`config.mk`:
```
export PLATFORM = sky130hd
export DESIGN_NAME = pdr_ctrl
export DESIGN_NICKNAME = d
export VERILOG_FILES = /design/src/rtl/core/pdr_pkg.sv /design/src/rtl/core/pdr_ctrl.sv
export SDC_FILE = /design/constraint.sdc
export NUM_CORES = 1
export LEC_CHECK = 0
export ABC_AREA = 1
export ABC_CLOCK_PERIOD_IN_PS = 920
export BUFFER_PORTS_ARGS = -buffer_cell sky130_fd_sc_hd__buf_2
export CORE_AREA = 5 5 42 44
export DETAILED_ROUTE_END_ITERATION = 16
export DIE_AREA = 0 0 47 49
export GPL_TIMING_DRIVEN = 0
export HOLD_SLACK_MARGIN = 0.06
export SYNTH_ARGS = -nofsm -noshare
export SYNTH_HDL_FRONTEND = slang
export SYNTH_SLANG_ARGS = --single-unit
```
`constraint.sdc`:
```
create_clock -name clk -period 0.92 [get_ports clk]
set_clock_uncertainty 0.05 [all_clocks]
set_input_delay 0.046 -clock clk [delete_from_list [all_inputs] [get_ports clk]]
set_output_delay 0.046 -clock clk [all_outputs]
set_load 0.02 [all_outputs]
```
`src/rtl/core/pdr_pkg.sv`:
```
// Shared constants, register codes and interface types of the PI duty regulator.
`default_nettype none

package pdr_pkg;

    localparam int FRAC_BITS    = 16;
    localparam int ADC_BITS_DEF = 12;

    // Full-scale voltage 3.3 V in Q(FRAC_BITS), rounded
    localparam int VFS_VAL = ((33 << FRAC_BITS) + 5) / 10;

    localparam int TGT_W  = 18;
    localparam int GAIN_W = 22;
    localparam int DUTY_W = FRAC_BITS + 1;
    localparam int PER_W  = 16;
    localparam int CMP_W  = 16;
    localparam int VOLT_W = $clog2(VFS_VAL + 1);
    localparam int ERR_W  = ((TGT_W > VOLT_W) ? TGT_W : VOLT_W) + 1;
    localparam int SUM_W  = 32;
    localparam int IDX_W  = 3;
    localparam int DATA_W = GAIN_W;

    localparam logic [IDX_W-1:0] REG_TARGET   = 3'd0;
    localparam logic [IDX_W-1:0] REG_KP       = 3'd1;
    localparam logic [IDX_W-1:0] REG_KI       = 3'd2;
    localparam logic [IDX_W-1:0] REG_DUTY_MIN = 3'd3;
    localparam logic [IDX_W-1:0] REG_DUTY_MAX = 3'd4;
    localparam logic [IDX_W-1:0] REG_PERIOD   = 3'd5;

    localparam logic [TGT_W-1:0]  RST_TARGET   = 18'd131072;
    localparam logic [GAIN_W-1:0] RST_KP       = 22'd32768;
    localparam logic [GAIN_W-1:0] RST_KI       = 22'd655;
    localparam logic [DUTY_W-1:0] RST_DUTY_MIN = 17'd3277;
    localparam logic [DUTY_W-1:0] RST_DUTY_MAX = 17'd62259;
    localparam logic [PER_W-1:0]  RST_PERIOD   = 16'd999;
    localparam logic [DUTY_W-1:0] RST_DUTY     = DUTY_W'(1 << (FRAC_BITS - 1));

    typedef struct packed {
        logic [TGT_W-1:0]  target;
        logic [GAIN_W-1:0] kp;
        logic [GAIN_W-1:0] ki;
        logic [DUTY_W-1:0] duty_min;
        logic [DUTY_W-1:0] duty_max;
        logic [PER_W-1:0]  period;
    } cfg_t;

    typedef struct packed {
        logic load_in;
        logic step_err;
        logic step_mul;
        logic step_duty;
        logic load_out;
    } dp_cmd_t;

endpackage

`default_nettype wire

```
`src/rtl/core/pdr_ctrl.sv`:
```
// Sequencing state machine of the PI duty regulator.
`default_nettype none

module pdr_ctrl
    import pdr_pkg::*;
(
    input  wire logic clk,
    input  wire logic rst_n,
    input  wire logic in_valid,
    output logic      in_stall,
    output logic      out_valid,
    input  wire logic out_stall,
    output dp_cmd_t   cmd
);

    localparam logic [2:0] ST_IDLE = 3'd0;
    localparam logic [2:0] ST_ERR  = 3'd1;
    localparam logic [2:0] ST_MUL  = 3'd2;
    localparam logic [2:0] ST_DUTY = 3'd3;
    localparam logic [2:0] ST_CMP  = 3'd4;

    logic [2:0] state_reg;
    logic [2:0] state_next;
    logic       out_valid_reg;
    logic       out_valid_next;
    logic       out_free;

    assign in_stall  = (state_reg != ST_IDLE);
    assign out_valid = out_valid_reg;
    assign out_free  = !out_valid_reg || !out_stall;

    always_comb
    begin
        state_next     = state_reg;
        cmd            = '0;
        out_valid_next = out_valid_reg && out_stall;
        case (state_reg)
            ST_IDLE:
            begin
                if (in_valid)
                begin
                    cmd.load_in = 1'b1;
                    state_next  = ST_ERR;
                end
            end
            ST_ERR:
            begin
                cmd.step_err = 1'b1;
                state_next   = ST_MUL;
            end
            ST_MUL:
            begin
                cmd.step_mul = 1'b1;
                state_next   = ST_DUTY;
            end
            ST_DUTY:
            begin
                cmd.step_duty = 1'b1;
                state_next    = ST_CMP;
            end
            ST_CMP:
            begin
                if (out_free)
                begin
                    cmd.load_out   = 1'b1;
                    out_valid_next = 1'b1;
                    state_next     = ST_IDLE;
                end
            end
            default:
            begin
                state_next = ST_IDLE;
            end
        endcase
    end

    always_ff @(posedge clk or negedge rst_n)
    begin
        if (!rst_n)
        begin
            state_reg     <= ST_IDLE;
            out_valid_reg <= 1'b0;
        end
        else
        begin
            state_reg     <= state_next;
            out_valid_reg <= out_valid_next;
        end
    end

endmodule

`default_nettype wire

```
==> flow_metrics.py <==
metrics = {
    "final_layout": {
        "layout_cell_share_with_drive_strength_beyond_1_pct": 62.5,
        "final_cell_count_no_fill": 64,
        "insertedDiodeCount": 0,
        "num-nets-final": 54,
        "layout.core_utilization_pct": 30.3,
        "flip_flop_count_of_the_largest_register_all_copies_and_words_added": 3,
        "layout-area-overhead-vs-synth_pct": 105,
    },
    "place": {
        "hpwl_um": 364,
        "gpl.final_weighted_congestion": 0.588,
        "io_buffer_count": 10,
        "placed_cells": 53,
        "preCtsSetupSlack_ns": -0.110,
    },
    "critical_path": {
        "end_kind": "primary output",
        "path_max_fanout": 6,
        "critical_path_cell_by_cell": "nor2_4 > nand2_2 > nor2_4 > buf_6",
        "r2r-end": "state_reg[2]$_DFFE_PN0P_",
        "regToRegStartpoint": "state_reg[1]$_DFFE_PN0P_",
        "cpMostUsedCell": "nor2_4",
        "cpPeakStageDelay_ns": 0.45,
        "worstRegToRegCells": 5,
        "cp.buffers_inverters": 1,
        "critPathKind": "reg -> out",
        "crit_slowest_cell": "dfrtp_2",
        "cp_data_required_time_ns": 0.82,
        "timing.critical_path.from_type": "flop",
        "r2r_slack_ns": -0.22,
        "critical_path.top_delay_family": "flip-flops",
        "cp.arrival_ns": 1.10,
    },
    "pwr": {
        "largest_vdd_supply_drop_uv": 959,
        "finalPower_mw": 1.51,
        "static-leakage-power_nw": 0.238,
        "power_per_cell_area_nw_per_um2": 3550,
    },
    "clock_tree": {
        "cts.hold.buffers_added": 2,
        "number_of_buffers_created_by_cts": 3,
        "clockBufferDepth": 2,
        "worst_setup_hold_path_clk_slew_ns": 0.04,
        "htreeDepth": 1,
        "clk-insertion-delay-late_ns": 0.23,
        "cts_sinks": 4,
        "tritoncts_clock_tree": "done",
        "cts.root.buffer_cell": "clkbuf_4",
    },
    "timing": {
        "timing.final.crit_share_pct": 130,
        "hold_viol_final": 0,
        "rsz0062_at_grt": "true",
        "max_slew.worst_pin.slew_ns": 0.168,
        "slew_headroom_pct": 88.8,
        "post-route-worst-setup-slack_ns": -0.271,
        "timing.fmax_mhz": 839,
        "finalSetupTns_ns": -1.88,
        "layout_min_cycle_time_ns": 1.19,
        "setup-violations-final": 9,
        "drv_slew": 0,
    },
    "floorplan": {
        "die_width_um": 47,
        "pin_count": 11,
        "die-area_um2": 2300,
        "core_area_um2": 1400,
        "starting_density_pct": 14.7,
        "core.rowCount": 14,
        "dieHeight_um": 49,
    },
    "global_route": {
        "top_usage_layer": "met2",
        "globalRouteMet2Util_pct": 7.01,
        "global_route.overflow_total": 0,
        "grtUsageMet3_pct": 3.32,
        "initial_antenna_violation_count": 0,
        "grt_util_met1_pct": 4.67,
        "global_route.usage.total_pct": 5.16,
        "first_pass_grt_wire_length_um": 779,
        "pin_count_of_the_biggest_net_entering_global_routing": 7,
        "first_global_vias": 219,
    },
    "synthesis": {
        "yosysSeqAreaShare_pct": 48.5,
        "synthXorXnorAreaFrac_pct": 0,
        "yosys-mux-area-fraction_pct": 0,
        "synth-simple-area-share_pct": 24.8,
        "netlist-cell-type-count": 11,
        "synthesis.area_um2": 206,
        "post_synthesis_cells": 27,
        "combinational_family_with_the_most_area_after_synthesis": "simple AND/OR/NAND/NOR gates",
        "yosys.area_share.adder_pct": 0,
        "mapped_nets": 31,
        "synth-compound-area-share_pct": 10.3,
        "yosys_warnings": 0,
        "synth_area_per_cell_um2": 7.65,
        "yosys_register_bits": 4,
    },
    "detailed_routing": {
        "detail-route-antenna-nets": 0,
        "drc": 0,
        "wl_per_cell_um": 7.83,
        "firstDrtPassIters": 4,
        "avgViaCountPerCell": 3.72,
        "via_count": 238,
        "route.final.wire_length_um": 501,
        "iteration_0_drc_markers": 5,
    },
    "job": {
        "max_cap_viol_count": 0,
    },
    "min_path": {
        "hold_path_depth": 3,
        "min-delay-start": "out_stall",
        "hold_end": "out_valid$_DFF_PN0_",
        "worst_min_path_class": "in -> reg",
    },
    "status": {
        "failed_checks": "negative setup slack",
        "status": "finished with violations",
    },
}
==> Yosys cell counts, drive strengths merged <==
library cell	instances	share of area [%]
inv	7	13
nand2	6	12
nor2	5	10
dfrtp	4	48
o21ai	2	6.7
buf	1	3.6
nand3	1	2.4
o211ai	1	3.6
==> repair_timing <==
action | 4_1_cts | 5_1_grt
pin swaps | 4 | 5
resized for setup | 10 | 6
endpoints found under the setup margin | 7 | 8
hold endpoints to repair | 6 | 1
setup buffers | 5 | 2
==> worst min-delay path, delay by kind of cell <==
kind / cells / cell delay [ns]
simple gates: 2 / 0.16
buf+inv: 1 / 0.07
==> report_power, final <==
part           internal [mW]  total (mW)  switching, mW
clock network          0.145       0.210         0.0650
logic                  0.452       0.919          0.467
registers              0.265       0.375          0.110
==> kinds of logic after synthesis <==
kind of cell,count (synthesis)
simple gates,12
buf+inv,8
flops,4
compound gates,3
==> per-layer routing <==
metal | up-vias | wire length [um]
met4 | 0 | 16
met2 | 8 | 256
met3 | 2 | 54
met1 | 107 | 174
li1 | 121 | -
met5 | - | 0
==> metrics by stage <==
| stage | instance area (um^2) | hold WS, ns |
|---|---|---|
| 2_1_floorplan | 224 | -0.300 |
| 3_3_place_gp | 294 | -0.199 |
| 3_5_place_dp | 294 | -0.194 |
| 4_1_cts | 402 | 0.0285 |
| 5_1_grt | 424 | 0.0261 |
| 6_report | 424 | 0.0257 |
==> placed cells by master, fill, tap and decap left out, types with 2 or more instances in the layout <==
cell type      n
buf_2          4
buf_4          9
buf_6          4
clkbuf_4       3
dfrtp_1        2
dfrtp_2        2
dlygate4sd3_1  2
inv_1          6
nand2_1        4
nand2_2        2
nor2_1         2
nor2_4         3
==> area by class of cell <==
class                   instances  area [um^2]
inverters                       7         26.3
fillers                       166          977
well taps                      16         20.0
plain buffers                   1         7.51
clock buffers                   3         22.5
repair buffers                 18          145
multi-input cells              15          100
flip-flops and latches          4          103
==> how the worst max path moves through the flow <==
stage / startpoint / end / slack, ns / cells past startpoint
after floorplan: state_reg[1]$_DFFE_PN0P_ / cmd[4] / -0.03 / 3
after global placement: state_reg[2]$_DFFE_PN0P_ / cmd[1] / -0.10 / 5
after detailed placement: state_reg[2]$_DFFE_PN0P_ / cmd[1] / -0.11 / 5
after CTS: state_reg[0]$_DFFE_PN0P_ / cmd[0] / -0.29 / 4
after global routing: state_reg[1]$_DFFE_PN0P_ / cmd[0] / -0.34 / 4
final: state_reg[1]$_DFFE_PN0P_ / cmd[4] / -0.27 / 4
Power figures use the tool's default switching activity.
