File: src/rtl/core/pdr_pkg.sv
// Shared constants, register codes and interface types of the PI duty regulator.
`default_nettype none

package pdr_pkg;

    localparam int FRAC_BITS    = 16;
    localparam int ADC_BITS_DEF = 12;

    // Full-scale voltage 3.3 V in Q(FRAC_BITS), rounded
    localparam int VFS_VAL = ((33 << FRAC_BITS) + 5) / 10;

    localparam int TGT_W  = 18;
    localparam int GAIN_W = 22;
    localparam int DUTY_W = FRAC_BITS + 1;
    localparam int PER_W  = 16;
    localparam int CMP_W  = 16;
    localparam int VOLT_W = $clog2(VFS_VAL + 1);
    localparam int ERR_W  = ((TGT_W > VOLT_W) ? TGT_W : VOLT_W) + 1;
    localparam int SUM_W  = 32;
    localparam int IDX_W  = 3;
    localparam int DATA_W = GAIN_W;

    localparam logic [IDX_W-1:0] REG_TARGET   = 3'd0;
    localparam logic [IDX_W-1:0] REG_KP       = 3'd1;
    localparam logic [IDX_W-1:0] REG_KI       = 3'd2;
    localparam logic [IDX_W-1:0] REG_DUTY_MIN = 3'd3;
    localparam logic [IDX_W-1:0] REG_DUTY_MAX = 3'd4;
    localparam logic [IDX_W-1:0] REG_PERIOD   = 3'd5;

    localparam logic [TGT_W-1:0]  RST_TARGET   = 18'd131072;
    localparam logic [GAIN_W-1:0] RST_KP       = 22'd32768;
    localparam logic [GAIN_W-1:0] RST_KI       = 22'd655;
    localparam logic [DUTY_W-1:0] RST_DUTY_MIN = 17'd3277;
    localparam logic [DUTY_W-1:0] RST_DUTY_MAX = 17'd62259;
    localparam logic [PER_W-1:0]  RST_PERIOD   = 16'd999;
    localparam logic [DUTY_W-1:0] RST_DUTY     = DUTY_W'(1 << (FRAC_BITS - 1));

    typedef struct packed {
        logic [TGT_W-1:0]  target;
        logic [GAIN_W-1:0] kp;
        logic [GAIN_W-1:0] ki;
        logic [DUTY_W-1:0] duty_min;
        logic [DUTY_W-1:0] duty_max;
        logic [PER_W-1:0]  period;
    } cfg_t;

    typedef struct packed {
        logic load_in;
        logic step_err;
        logic step_mul;
        logic step_duty;
        logic load_out;
    } dp_cmd_t;

endpackage

`default_nettype wire

File: src/rtl/core/pdr_cfg_regs.sv
// Configuration register file of the PI duty regulator.
`default_nettype none

module pdr_cfg_regs
    import pdr_pkg::*;
(
    input  wire logic              clk,
    input  wire logic              rst_n,
    input  wire logic              cfg_valid,
    output logic                   cfg_ready,
    input  wire logic [IDX_W-1:0]  cfg_index,
    input  wire logic [DATA_W-1:0] cfg_data,
    output cfg_t                   cfg
);

    cfg_t cfg_reg;
    cfg_t cfg_next;

    assign cfg_ready = 1'b1;
    assign cfg       = cfg_reg;

    always_comb
    begin
        cfg_next = cfg_reg;
        if (cfg_valid)
        begin
            case (cfg_index)
                REG_TARGET:   cfg_next.target   = cfg_data[TGT_W-1:0];
                REG_KP:       cfg_next.kp       = cfg_data[GAIN_W-1:0];
                REG_KI:       cfg_next.ki       = cfg_data[GAIN_W-1:0];
                REG_DUTY_MIN: cfg_next.duty_min = cfg_data[DUTY_W-1:0];
                REG_DUTY_MAX: cfg_next.duty_max = cfg_data[DUTY_W-1:0];
                REG_PERIOD:   cfg_next.period   = cfg_data[PER_W-1:0];
                default:      cfg_next = cfg_reg;
            endcase
        end
    end

    always_ff @(posedge clk or negedge rst_n)
    begin
        if (!rst_n)
        begin
            cfg_reg.target   <= RST_TARGET;
            cfg_reg.kp       <= RST_KP;
            cfg_reg.ki       <= RST_KI;
            cfg_reg.duty_min <= RST_DUTY_MIN;
            cfg_reg.duty_max <= RST_DUTY_MAX;
            cfg_reg.period   <= RST_PERIOD;
        end
        else
        begin
            cfg_reg <= cfg_next;
        end
    end

endmodule

`default_nettype wire

File: config.mk
export PLATFORM = sky130hd
export DESIGN_NAME = pdr_cfg_regs
export DESIGN_NICKNAME = d
export VERILOG_FILES = /design/src/rtl/core/pdr_pkg.sv /design/src/rtl/core/pdr_cfg_regs.sv
export SDC_FILE = /design/constraint.sdc
export NUM_CORES = 1
export LEC_CHECK = 0
export ABC_AREA = 0
export BUFFER_PORTS_ARGS = -buffer_cell sky130_fd_sc_hd__buf_2
export CAP_MARGIN = 10
export CORE_ASPECT_RATIO = 1.4
export CORE_MARGIN = 2
export CORE_UTILIZATION = 54
export CTS_CLUSTER_DIAMETER = 60
export DETAILED_ROUTE_END_ITERATION = 7
export MAX_ROUTING_LAYER = met4
export PLACE_DENSITY = 0.84
export SETUP_SLACK_MARGIN = 0.2
export SLEW_MARGIN = 10
export SYNTH_ARGS = -nofsm -noshare
export SYNTH_HDL_FRONTEND = slang
export SYNTH_SLANG_ARGS = --single-unit
File: constraint.sdc
create_clock -name clk -period 1.8 [get_ports clk]
set_clock_uncertainty 0.05 [all_clocks]
set_input_delay 0.36 -clock clk [delete_from_list [all_inputs] [get_ports clk]]
set_output_delay 0.36 -clock clk [all_outputs]
set_load 0.02 [all_outputs]
==> qor.yml, run 1 <==
outcome:
  outcome: "finished clean"
detailed_routing:
  drt_wl_total_microns: 9089
  via_per_inst: 5.240
  first_pass_iters: 4
  drc: 0
  vias: 2578
  drtAntennaViolNets: 0
  dr.first_iter.drc_count: 102
  wl_per_cell_microns: 18.47
worst_setup_path:
  crit_path_top_delay_cell: "dfstp_2"
  startpoint_type: "flip-flop"
  path_max_fanout: 2
  r2r_end: "cfg[64]"
  crit_end: "cfg[5]"
  crit_chain: "buf_2"
  path_delay_family: "flip-flops"
  endpoint_kind: "output pin"
  required_ns: 1.39
  worst-path-buf-inv: 1
  timing_worst_setup_path_type: "reg2out"
  timing.rr.start: "cfg[64]"
  crit_cells: 1
  worst-r2r-cell-count: 1
  rrSetupSlack_ns: 0.96
  crit_arrival_ns: 1.09
  startpoint: "cfg[5]"
  critPathMaxStageDelay_ns: 0.56
logic_synthesis:
  syn-cell-area_sq_um: 4314
  yosysTopAreaCell: "dfrtp_1"
  yosysWarnings: 0
  synth-compound-area-share: 0
  synth_top_family_by_area: "multiplexers"
  ys_seq_area_frac: 0.6592
  synth_fa_ha_area_frac: 0
  synth-xor-area-share: 0
  yosysTopAreaCellShare: 0.4582
  ys_ff_latch: 112
  synthSimpleGateAreaFrac: 0.02117
  synth_cell_type_count: 13
  syn_nets: 270
  syn_avg_cell_area_sq_um: 17.83
  syn_inst: 242
  netlist_top_cells_area: "dfrtp_1 (46%), mux2_2 (26%), dfstp_2 (20%)"
  synthMuxAreaShare: 0.3010
final_layout:
  drive_gt1_frac: 0.7857
  fillers: 563
  final-instance-count-excl-fill: 492
  layout.nets: 415
  area_growth_pct: 24.71
  largest_register_ffs: 112
  diodes: 0
  fin_area_sq_um: 5380
  post-route-util: 0.6942
sta:
  max-slew-margin-rel: 0.6014
  rsz0062_at_grt: "no"
  final.period_utilization: 0.8338
  tightest_slew_ns: 0.5957
  hold_violations: 0
  max_freq_ghz: 0.6663
  period_needed_ns: 1.501
  tns_ns: 0
  finalSetupViolCount: 0
  maxSlewViolCount: 0
clock_tree:
  htree_levels: 3
  clk_pin_slew_ns: 0.09
  cts_resized: 0
  insertion_delay_ns: 0.35
  cts_sinks: 112
  cts_setup_buffers: 0
  clockBufferDepth: 2
  cts_tree: "yes"
  cts_made_buffers: 9
  root_buffer: "clkbuf_8"
  holdBufCountCts: 0
floorplan:
  core_sq_um: 7750
  num_rows: 38
  die_h_microns: 109.8
  die_area_sq_um: 8730
  initial_core_util: 0.5567
  fp.dieW_microns: 79.54
  ios: 141
placed_design:
  placed_cell_area_sq_um: 5181
  place_inst: 476
  gp_congestion: 0.7575
  place_hpwl_microns: 6313
  port_buffers: 139
global_routing:
  grt_antenna_before_repair: 0
  gr-usage-all-layers: 0.2247
  first_global_vias: 2658
  grt-ovfl-total: 0
  grt_max_degree: 113
  grt_first_pass_wirelength_microns: 13970
power:
  ir_drop_mv: 0.9928
  p_per_area_nw_per_um2: 1308
  p_leak_nw: 2.544
job:
  maxCapViolCount: 0
hold_path:
  min_path_type: "in2async"
cell type report:
type                            instances  area, sq um  share of cell area
Clock inverter                          3        40.04            0.007442
Tap cell                              100        125.1             0.02326
Clock buffer                           13        158.9             0.02953
Multi-Input combinational cell        119         1394              0.2591
Timing Repair Buffer                  145        818.3              0.1521
Sequential cell                       112         2844              0.5286
routing by layer:
| layer | global-route usage | share of wire | vias to the layer above |
|---|---|---|---|
| met5 | - | 0 | - |
| met2 | 0.3595 | 0.52 | 89 |
| met1 | 0.2680 | 0.40 | 1321 |
| met4 | 0.1453 | 0.039 | 0 |
| li1 | - | - | 1142 |
| met3 | 0.02956 | 0.037 | 26 |
power by group:
| part | internal (W) | total, W | switching, W |
|---|---|---|---|
| registers | 0.00319 | 0.00347 | 0.000286 |
| logic | 0.000858 | 0.00208 | 0.00122 |
| clock network | 0.000718 | 0.00149 | 0.000772 |
metrics by stage:
step / worst slack [ns] / power, W / hold WS [ns]
finish: 0.2992 / 0.007039 / 0.01691
global route: 0.2617 / 0.007380 / 0.05540
CTS: 0.2775 / 0.007119 / 0.02836
detailed placement: 0.03432 / 0.005624 / 0.4243
global placement: 0.08975 / 0.005534 / 0.4170
floorplan: 0.1291 / 0.004774 / 0.01441
how the worst min path moves through the flow:
stage,depth (start not counted),slack (ns),to,from
CTS,2,0.03,cfg[38],rst_n
global route,2,0.06,cfg[73],rst_n
global placement,2,0.42,cfg[79],rst_n
floorplan,0,0.01,cfg[100],rst_n
detailed placement,1,0.42,cfg[76],cfg[76]
finish,2,0.02,cfg[81],rst_n
synthesized netlist by cell type (all sizes together):
cell and instances:
mux2 112, dfrtp 79, nand4b 2, dfstp 33, buf 11, conb 1
and4bb 3, nor4b 1
placed cells by master, fill, tap and decap left out, drive strengths merged:
cell,instances
buf,145
clkinv,2
bufinv,1
and4bb,3
nor4b,1
dfstp,33
mux2,112
clkbuf,13
dfrtp,79
nand4b,2
conb,1
cells by family after synthesis:
logic type	count (synthesis)
mux	112
flops	112
buf+inv	11
simple gates	6
other cells	1
No activity file was read; power rests on OpenSTA's default activity.
==> run 2, diff against run 1 <==
--- a/config.mk
+++ b/config.mk
@@ -10,11 +10,11 @@
 export CAP_MARGIN = 10
 export CORE_ASPECT_RATIO = 1.4
 export CORE_MARGIN = 2
-export CORE_UTILIZATION = 54
+export CORE_UTILIZATION = 50
 export CTS_CLUSTER_DIAMETER = 60
 export DETAILED_ROUTE_END_ITERATION = 7
 export MAX_ROUTING_LAYER = met4
-export PLACE_DENSITY = 0.84
+export PLACE_DENSITY = 0.79
 export SETUP_SLACK_MARGIN = 0.2
 export SLEW_MARGIN = 10
 export SYNTH_ARGS = -nofsm -noshare
==> constraint.sdc (replaced) <==
create_clock -name clk -period 1.5 [get_ports clk]
set_clock_uncertainty 0.05 [all_clocks]
set_input_delay 0.3 -clock clk [delete_from_list [all_inputs] [get_ports clk]]
set_output_delay 0.3 -clock clk [all_outputs]
set_load 0.02 [all_outputs]
==> run 2 against run 1 <==
  * First-iteration DRC count shrank 15%
  * Sequential share of layout area shrank 6.6 points
  * Global-route usage grew 1.1 points
  * Worst setup slack lost 0.17 ns
  * Sequential power grew 23%
  * Flip-flop and latch count is the same
  * Critical endpoint is now cfg[43]
  * Critical path type unchanged
  * Via count grew 5.3%
==> qor.yml, run 2 (same netlist as run 1, synthesis figures left out) <==
detailed_routing:
  drt_wl_total_microns: 10300  # was 9089 microns
  dr.first_iter.drc_count: 87  # was 102
  wl_per_cell_microns: 19.84  # was 18.47 microns
  drc: 0  # unchanged
  vias: 2715  # was 2578
  via_per_inst: 5.231  # was 5.240
  drtAntennaViolNets: 0  # unchanged
  first_pass_iters: 4  # unchanged
global_routing:
  grt_first_pass_wirelength_microns: 15730  # was 13970 microns
  grt-ovfl-total: 0  # unchanged
  grt_max_degree: 64  # was 113
  first_global_vias: 2962  # was 2658
  gr-usage-all-layers: 0.2362  # was 0.2247
  grt_antenna_before_repair: 0  # unchanged
final_layout:
  final_cell_mix: "buf_2 (104), dfrtp_1 (79), mux2_4 (62)"  # was buf_2 (138), mux2_2 (100), dfrtp_1 (79)
  final-instance-count-excl-fill: 519  # was 492
  diodes: 0  # unchanged
  drive_gt1_frac: 0.7995  # was 0.7857
  largest_register_ffs: 112  # unchanged
  layout.nets: 437  # was 415
  layout_commonest_cell: "buf_2"  # unchanged
  area_growth_pct: 42.49  # was 24.71%
worst_setup_path:
  crit_chain: "buf_6"  # was buf_2
  worst-path-buf-inv: 1  # unchanged
  path_delay_family: "flip-flops"  # unchanged
  endpoint_kind: "output pin"  # unchanged
  rrSetupSlack_ns: 0.50  # was 0.96 ns
  timing_worst_setup_path_type: "reg2out"  # unchanged
  path_max_fanout: 2  # unchanged
  crit_arrival_ns: 1.02  # was 1.09 ns
  crit_cells: 1  # unchanged
  critPathMaxStageDelay_ns: 0.56  # about the same
  startpoint_type: "flip-flop"  # unchanged
  required_ns: 1.15  # was 1.39 ns
  crit_path_top_delay_cell: "dfstp_2"  # unchanged
  worst-r2r-cell-count: 3  # was 1
power:
  ir_drop_mv: 1.071  # was 0.9928 mV
  p_leak_nw: 2.951  # was 2.544 nW
  finalPower_w: 0.009925  # was 0.007039 W
  p_per_area_nw_per_um2: 1615  # was 1308 nW/um^2
outcome:
  outcome: "finished clean"  # unchanged
placed_design:
  gp_congestion: 0.7920  # was 0.7575
  place_inst: 493  # was 476
  place_hpwl_microns: 7003  # was 6313 microns
  port_buffers: 139  # unchanged
sta:
  hold_violations: 0  # unchanged
  finalSetupViolCount: 0  # unchanged
  whs_ns: 0.1584  # was 0.01691 ns
  period_needed_ns: 1.369
  max_freq_ghz: 0.7306
  rsz0062_at_grt: "yes"  # was no
  maxSlewViolCount: 0  # unchanged
  final.period_utilization: 0.9125
floorplan:
  initial_core_util: 0.5071  # was 0.5567
  die_area_sq_um: 9398  # was 8730 sq um
  fp.dieW_microns: 82.51  # was 79.54 microns
  ios: 141  # unchanged
  core_sq_um: 8508  # was 7750 sq um
  num_rows: 40  # was 38
  die_h_microns: 113.9  # was 109.8 microns
clock_tree:
  insertion_delay_ns: 0.34  # was 0.35 ns
  clockBufferDepth: 2  # unchanged
  cts_sinks: 112  # unchanged
  htree_levels: 3  # unchanged
  root_buffer: "clkbuf_16"  # was clkbuf_8
  cts_tree: "yes"  # unchanged
  clk_pin_slew_ns: 0.07  # was 0.09 ns
  cts_made_buffers: 9  # unchanged
job:
  maxCapViolCount: 0  # unchanged
hold_path:
  min_path_type: "in2reg"  # was in2async
  hold_depth: 2
==> run 2: cell types whose count changed in the layout (fill, tap and decap cells not counted) <==
cell,change
mux2_4,+52
mux2_2,-50
buf_2,-34
buf_6,+34
buf_4,+17
clkbuf_16,+9
clkbuf_8,-8
buf_12,+4
clkinv_2,-2
mux2_1,-2
bufinv_16,+1
dlygate4sd3_1,+1
==> run 2: report_power, final <==
part	internal, W	switching [W]	total [W]
logic	0.00152	0.00152	0.00305
registers	0.00384	0.000429	0.00426
clock network	0.00160	0.00101	0.00261
==> run 2: repair_timing <==
action	in CTS	in global routing
hold endpoints to repair	79	0
hold buffers	1	0
setup buffers	8	1
setup endpoints to repair	34	34
gates resized for setup	66	2
pin swaps	0	0
gates cloned	0	0
==> run 2: worst reg2reg max path, cell delays in order, from the launching register on <==
cell and delay [ns]:
dfstp_2 0.38, buf_4 0.12, buf_4 0.12, mux2_4 0.26
==> run 2: worst paths after layout <==
check	startpoint	to
max	cfg[43]	cfg[43]
min	cfg_data[18]	cfg[68]
max reg2reg	cfg[51]	cfg[51]
min reg2reg	cfg[4]	cfg[4]
max in group asynchronous	rst_n	cfg[17]
min in group asynchronous	rst_n	cfg[27]
==> run 2: cell type report <==
cell class	instances	area [sq um]
clock buffers	14	274.0
well taps	105	131.4
clock inverters	2	60.06
repair buffers	167	1249
fillers	570	2361
multi-input cells	119	1589
flip-flops and latches	112	2844
==> run 2: metrics by stage <==
stage	TNS, ns	util	setup WS [ns]	area [sq um]
final	0	0.7225	0.1313	6147
after global routing	0	0.7225	0.1087	6147
after CTS	0	0.7209	0.1272	6133
after detailed placement	-0.8554	0.6491	-0.04621	5523
after global placement	-0.3168	0.6491	-0.01965	5523
after floorplan	-1.067	-	-0.1109	4572
==> run 2: layer usage <==
| layer | up-vias | GRT usage | wire (microns) |
|---|---|---|---|
| met3 | 19 | 0.03481 | 404 |
| met2 | 85 | 0.4118 | 5744 |
| li1 | 1193 | - | - |
| met1 | 1418 | 0.2668 | 3906 |
| met5 | - | - | 0 |
| met4 | 0 | 0.09508 | 244 |
==> run 3, diff against run 2 <==
--- a/config.mk
+++ b/config.mk
@@ -6,7 +6,7 @@
 export NUM_CORES = 1
 export LEC_CHECK = 0
 export ABC_AREA = 0
-export BUFFER_PORTS_ARGS = -buffer_cell sky130_fd_sc_hd__buf_2
+export BUFFER_PORTS_ARGS = -buffer_cell sky130_fd_sc_hd__buf_4
 export CAP_MARGIN = 10
 export CORE_ASPECT_RATIO = 1.4
 export CORE_MARGIN = 2
==> run 3 against run 2 <==
  * Core utilization rose by 4.1 points
  * Maximum frequency down 0.47%
  * Critical path depth is the same
  * Critical path type unchanged
  * Largest power group unchanged
==> qor.yml, run 3 (same netlist as run 1, synthesis figures left out) <==
outcome:
  outcome: "finished clean"  # unchanged
final_layout:
  largest_register_ffs: 112  # unchanged
  final-instance-count-excl-fill: 530  # was 519
  area_growth_pct: 50.52  # was 42.49%
  layout_commonest_cell: "buf_4"  # was buf_2
  diodes: 0  # unchanged
  final_cell_mix: "buf_4 (132), dfrtp_1 (79), mux2_4 (62)"  # was buf_2 (104), dfrtp_1 (79), mux2_4 (62)
  fin_area_sq_um: 6494  # was 6147 sq um
  fillers: 508  # was 570
  layout.nets: 448  # was 437
  drive_gt1_frac: 0.8047  # was 0.7995
detailed_routing:
  route.met3.wl_microns: 368  # was 404 microns
  dr.first_iter.drc_count: 93  # was 87
  drc: 0  # unchanged
  first_pass_iters: 6  # was 4
  vias: 2740  # was 2715
  wl_per_cell_microns: 20.34  # was 19.84 microns
  met2_length_microns: 6080  # was 5744 microns
  drt-met1-wl_microns: 4086  # was 3906 microns
  drtAntennaViolNets: 0  # unchanged
  top_layer: "met4"  # unchanged
  drt_wl_total_microns: 10780  # was 10300 microns
  via_per_inst: 5.170  # was 5.231
power:
  clock_power_share: 0.255  # was 0.263
  p_seq_frac: 0.415  # was 0.430
  p_int_w: 0.007306  # was 0.006963 W
  ir_drop_mv: 0.9202  # was 1.071 mV
  p_sw_frac: 0.2937  # was 0.2984
  comb_power_share: 0.330  # was 0.307
  p_sw_w: 0.003038  # was 0.002962 W
  p_leak_nw: 3.084  # was 2.951 nW
  p_per_area_nw_per_um2: 1593  # was 1615 nW/um^2
global_routing:
  first_global_vias: 2935  # was 2962
  grt_first_pass_wirelength_microns: 16270  # was 15730 microns
  gr-usage-all-layers: 0.2462  # was 0.2362
  grt_antenna_before_repair: 0  # unchanged
  grt_max_degree: 35  # was 64
  grt-ovfl-total: 0  # unchanged
floorplan:
  ios: 141  # unchanged
  die_h_microns: 113.9  # unchanged
  initial_core_util: 0.5071  # unchanged
  die_area_sq_um: 9398  # unchanged
  fp.dieW_microns: 82.51  # unchanged
  core_sq_um: 8508  # unchanged
  num_rows: 40  # unchanged
clock_tree:
  root_buffer: "clkbuf_16"  # unchanged
  clockBufferDepth: 2  # unchanged
  cts_tree: "yes"  # unchanged
  cts_made_buffers: 9  # unchanged
  clk_pin_slew_ns: 0.07  # about the same
  htree_levels: 3  # unchanged
  insertion_delay_ns: 0.34  # about the same
  cts_sinks: 112  # unchanged
worst_setup_path:
  crit_path_top_delay_cell: "dfstp_2"  # unchanged
  path_max_fanout: 2  # unchanged
  crit_chain: "buf_6"  # unchanged
  r2r_end: "cfg[87]"  # was cfg[51]
  endpoint_kind: "output pin"  # unchanged
  rrSetupSlack_ns: 0.49  # was 0.50 ns
  required_ns: 1.15  # about the same
  worst-path-buf-inv: 1  # unchanged
  crit_arrival_ns: 1.03  # was 1.02 ns
  timing.rr.start: "cfg[87]"  # was cfg[51]
  timing_worst_setup_path_type: "reg2out"  # unchanged
  startpoint_type: "flip-flop"  # unchanged
  crit_cells: 1  # unchanged
  worst-r2r-cell-count: 3  # unchanged
  critPathMaxStageDelay_ns: 0.56  # about the same
  path_delay_family: "flip-flops"  # unchanged
hold_path:
  hold_depth: 2  # unchanged
  hp-start: "cfg_data[20]"  # was cfg_data[18]
  whs_endpoint: "cfg[92]"  # was cfg[68]
  min_path_type: "in2reg"  # unchanged
sta:
  max_freq_ghz: 0.7272  # was 0.7306 GHz
  rsz0062_at_grt: "yes"  # unchanged
  final.period_utilization: 0.9168  # was 0.9125
  whs_ns: 0.1507  # was 0.1584 ns
  maxSlewViolCount: 0  # unchanged
  tns_ns: 0  # unchanged
  period_needed_ns: 1.375  # was 1.369 ns
  hold_violations: 0  # unchanged
  finalSetupViolCount: 0  # unchanged
job:
  maxCapViolCount: 0  # unchanged
placed_design:
  place_inst: 496  # was 493
  placed_cell_area_sq_um: 5891  # was 5523 sq um
  port_buffers: 139  # unchanged
  place_hpwl_microns: 7467  # was 7003 microns
  gp_congestion: 0.7562  # was 0.7920
run 3: power groups by stage:
stage | combinational, W | clock, W | sequential (W)
floorplan | 0.000867 | 0 | 0.00506
CTS | 0.00339 | 0.00268 | 0.00428
global route | 0.00360 | 0.00280 | 0.00436
global placement | 0.00308 | 0 | 0.00426
detailed placement | 0.00315 | 0 | 0.00428
finish | 0.00342 | 0.00264 | 0.00429
run 3: what timing repair did:
| action | in CTS | in global routing |
|---|---|---|
| hold buffers | 1 | 0 |
| cloned | 0 | 0 |
| setup endpoints to repair | 34 | 36 |
| setup buffers | 11 | 6 |
| hold endpoints to repair | 18 | 0 |
| resized for setup | 33 | 2 |
run 3: worst max-delay path by stage:
stage / from / to / slack, ns
after floorplan: cfg_index[0] / cfg[107] / -0.11
final: cfg[51] / cfg[51] / 0.12
after global routing: cfg[51] / cfg[51] / 0.10
after detailed placement: cfg_index[1] / cfg[105] / -0.04
after global placement: cfg_index[0] / cfg[60] / -0.02
after CTS: cfg[51] / cfg[51] / 0.11
run 3: layout make-up:
cell class / instances / area (sq um) / area share
multi-input cells: 119 / 1589 / 0.2447
clock inverters: 2 / 60.06 / 0.009249
flip-flops and latches: 112 / 2844 / 0.4380
repair buffers: 178 / 1595 / 0.2457
well taps: 105 / 131.4 / 0.02023
clock buffers: 14 / 274.0 / 0.04220
run 3: stage by stage:
| step | power, W | utilization | setup WS, ns |
|---|---|---|---|
| 2_1_floorplan | 0.005929 | - | -0.1109 |
| 3_3_place_gp | 0.007340 | 0.6924 | -0.01727 |
| 3_5_place_dp | 0.007432 | 0.6924 | -0.04254 |
| 4_1_cts | 0.01035 | 0.7571 | 0.1132 |
| 5_1_grt | 0.01076 | 0.7632 | 0.1007 |
| 6_report | 0.01034 | 0.7632 | 0.1248 |
run 3: per-layer routing:
metal	track usage	vias up
met5	-	-
met4	0.1005	0
met3	0.03797	19
met2	0.4177	81
met1	0.2877	1431
li1	-	1209
run 3: worst register-to-register path: cells and delay by family, from the launching register on:
| family | cells | cell delay (ns) |
|---|---|---|
| flops | 1 | 0.38 |
| mux | 1 | 0.27 |
| buf+inv | 2 | 0.25 |
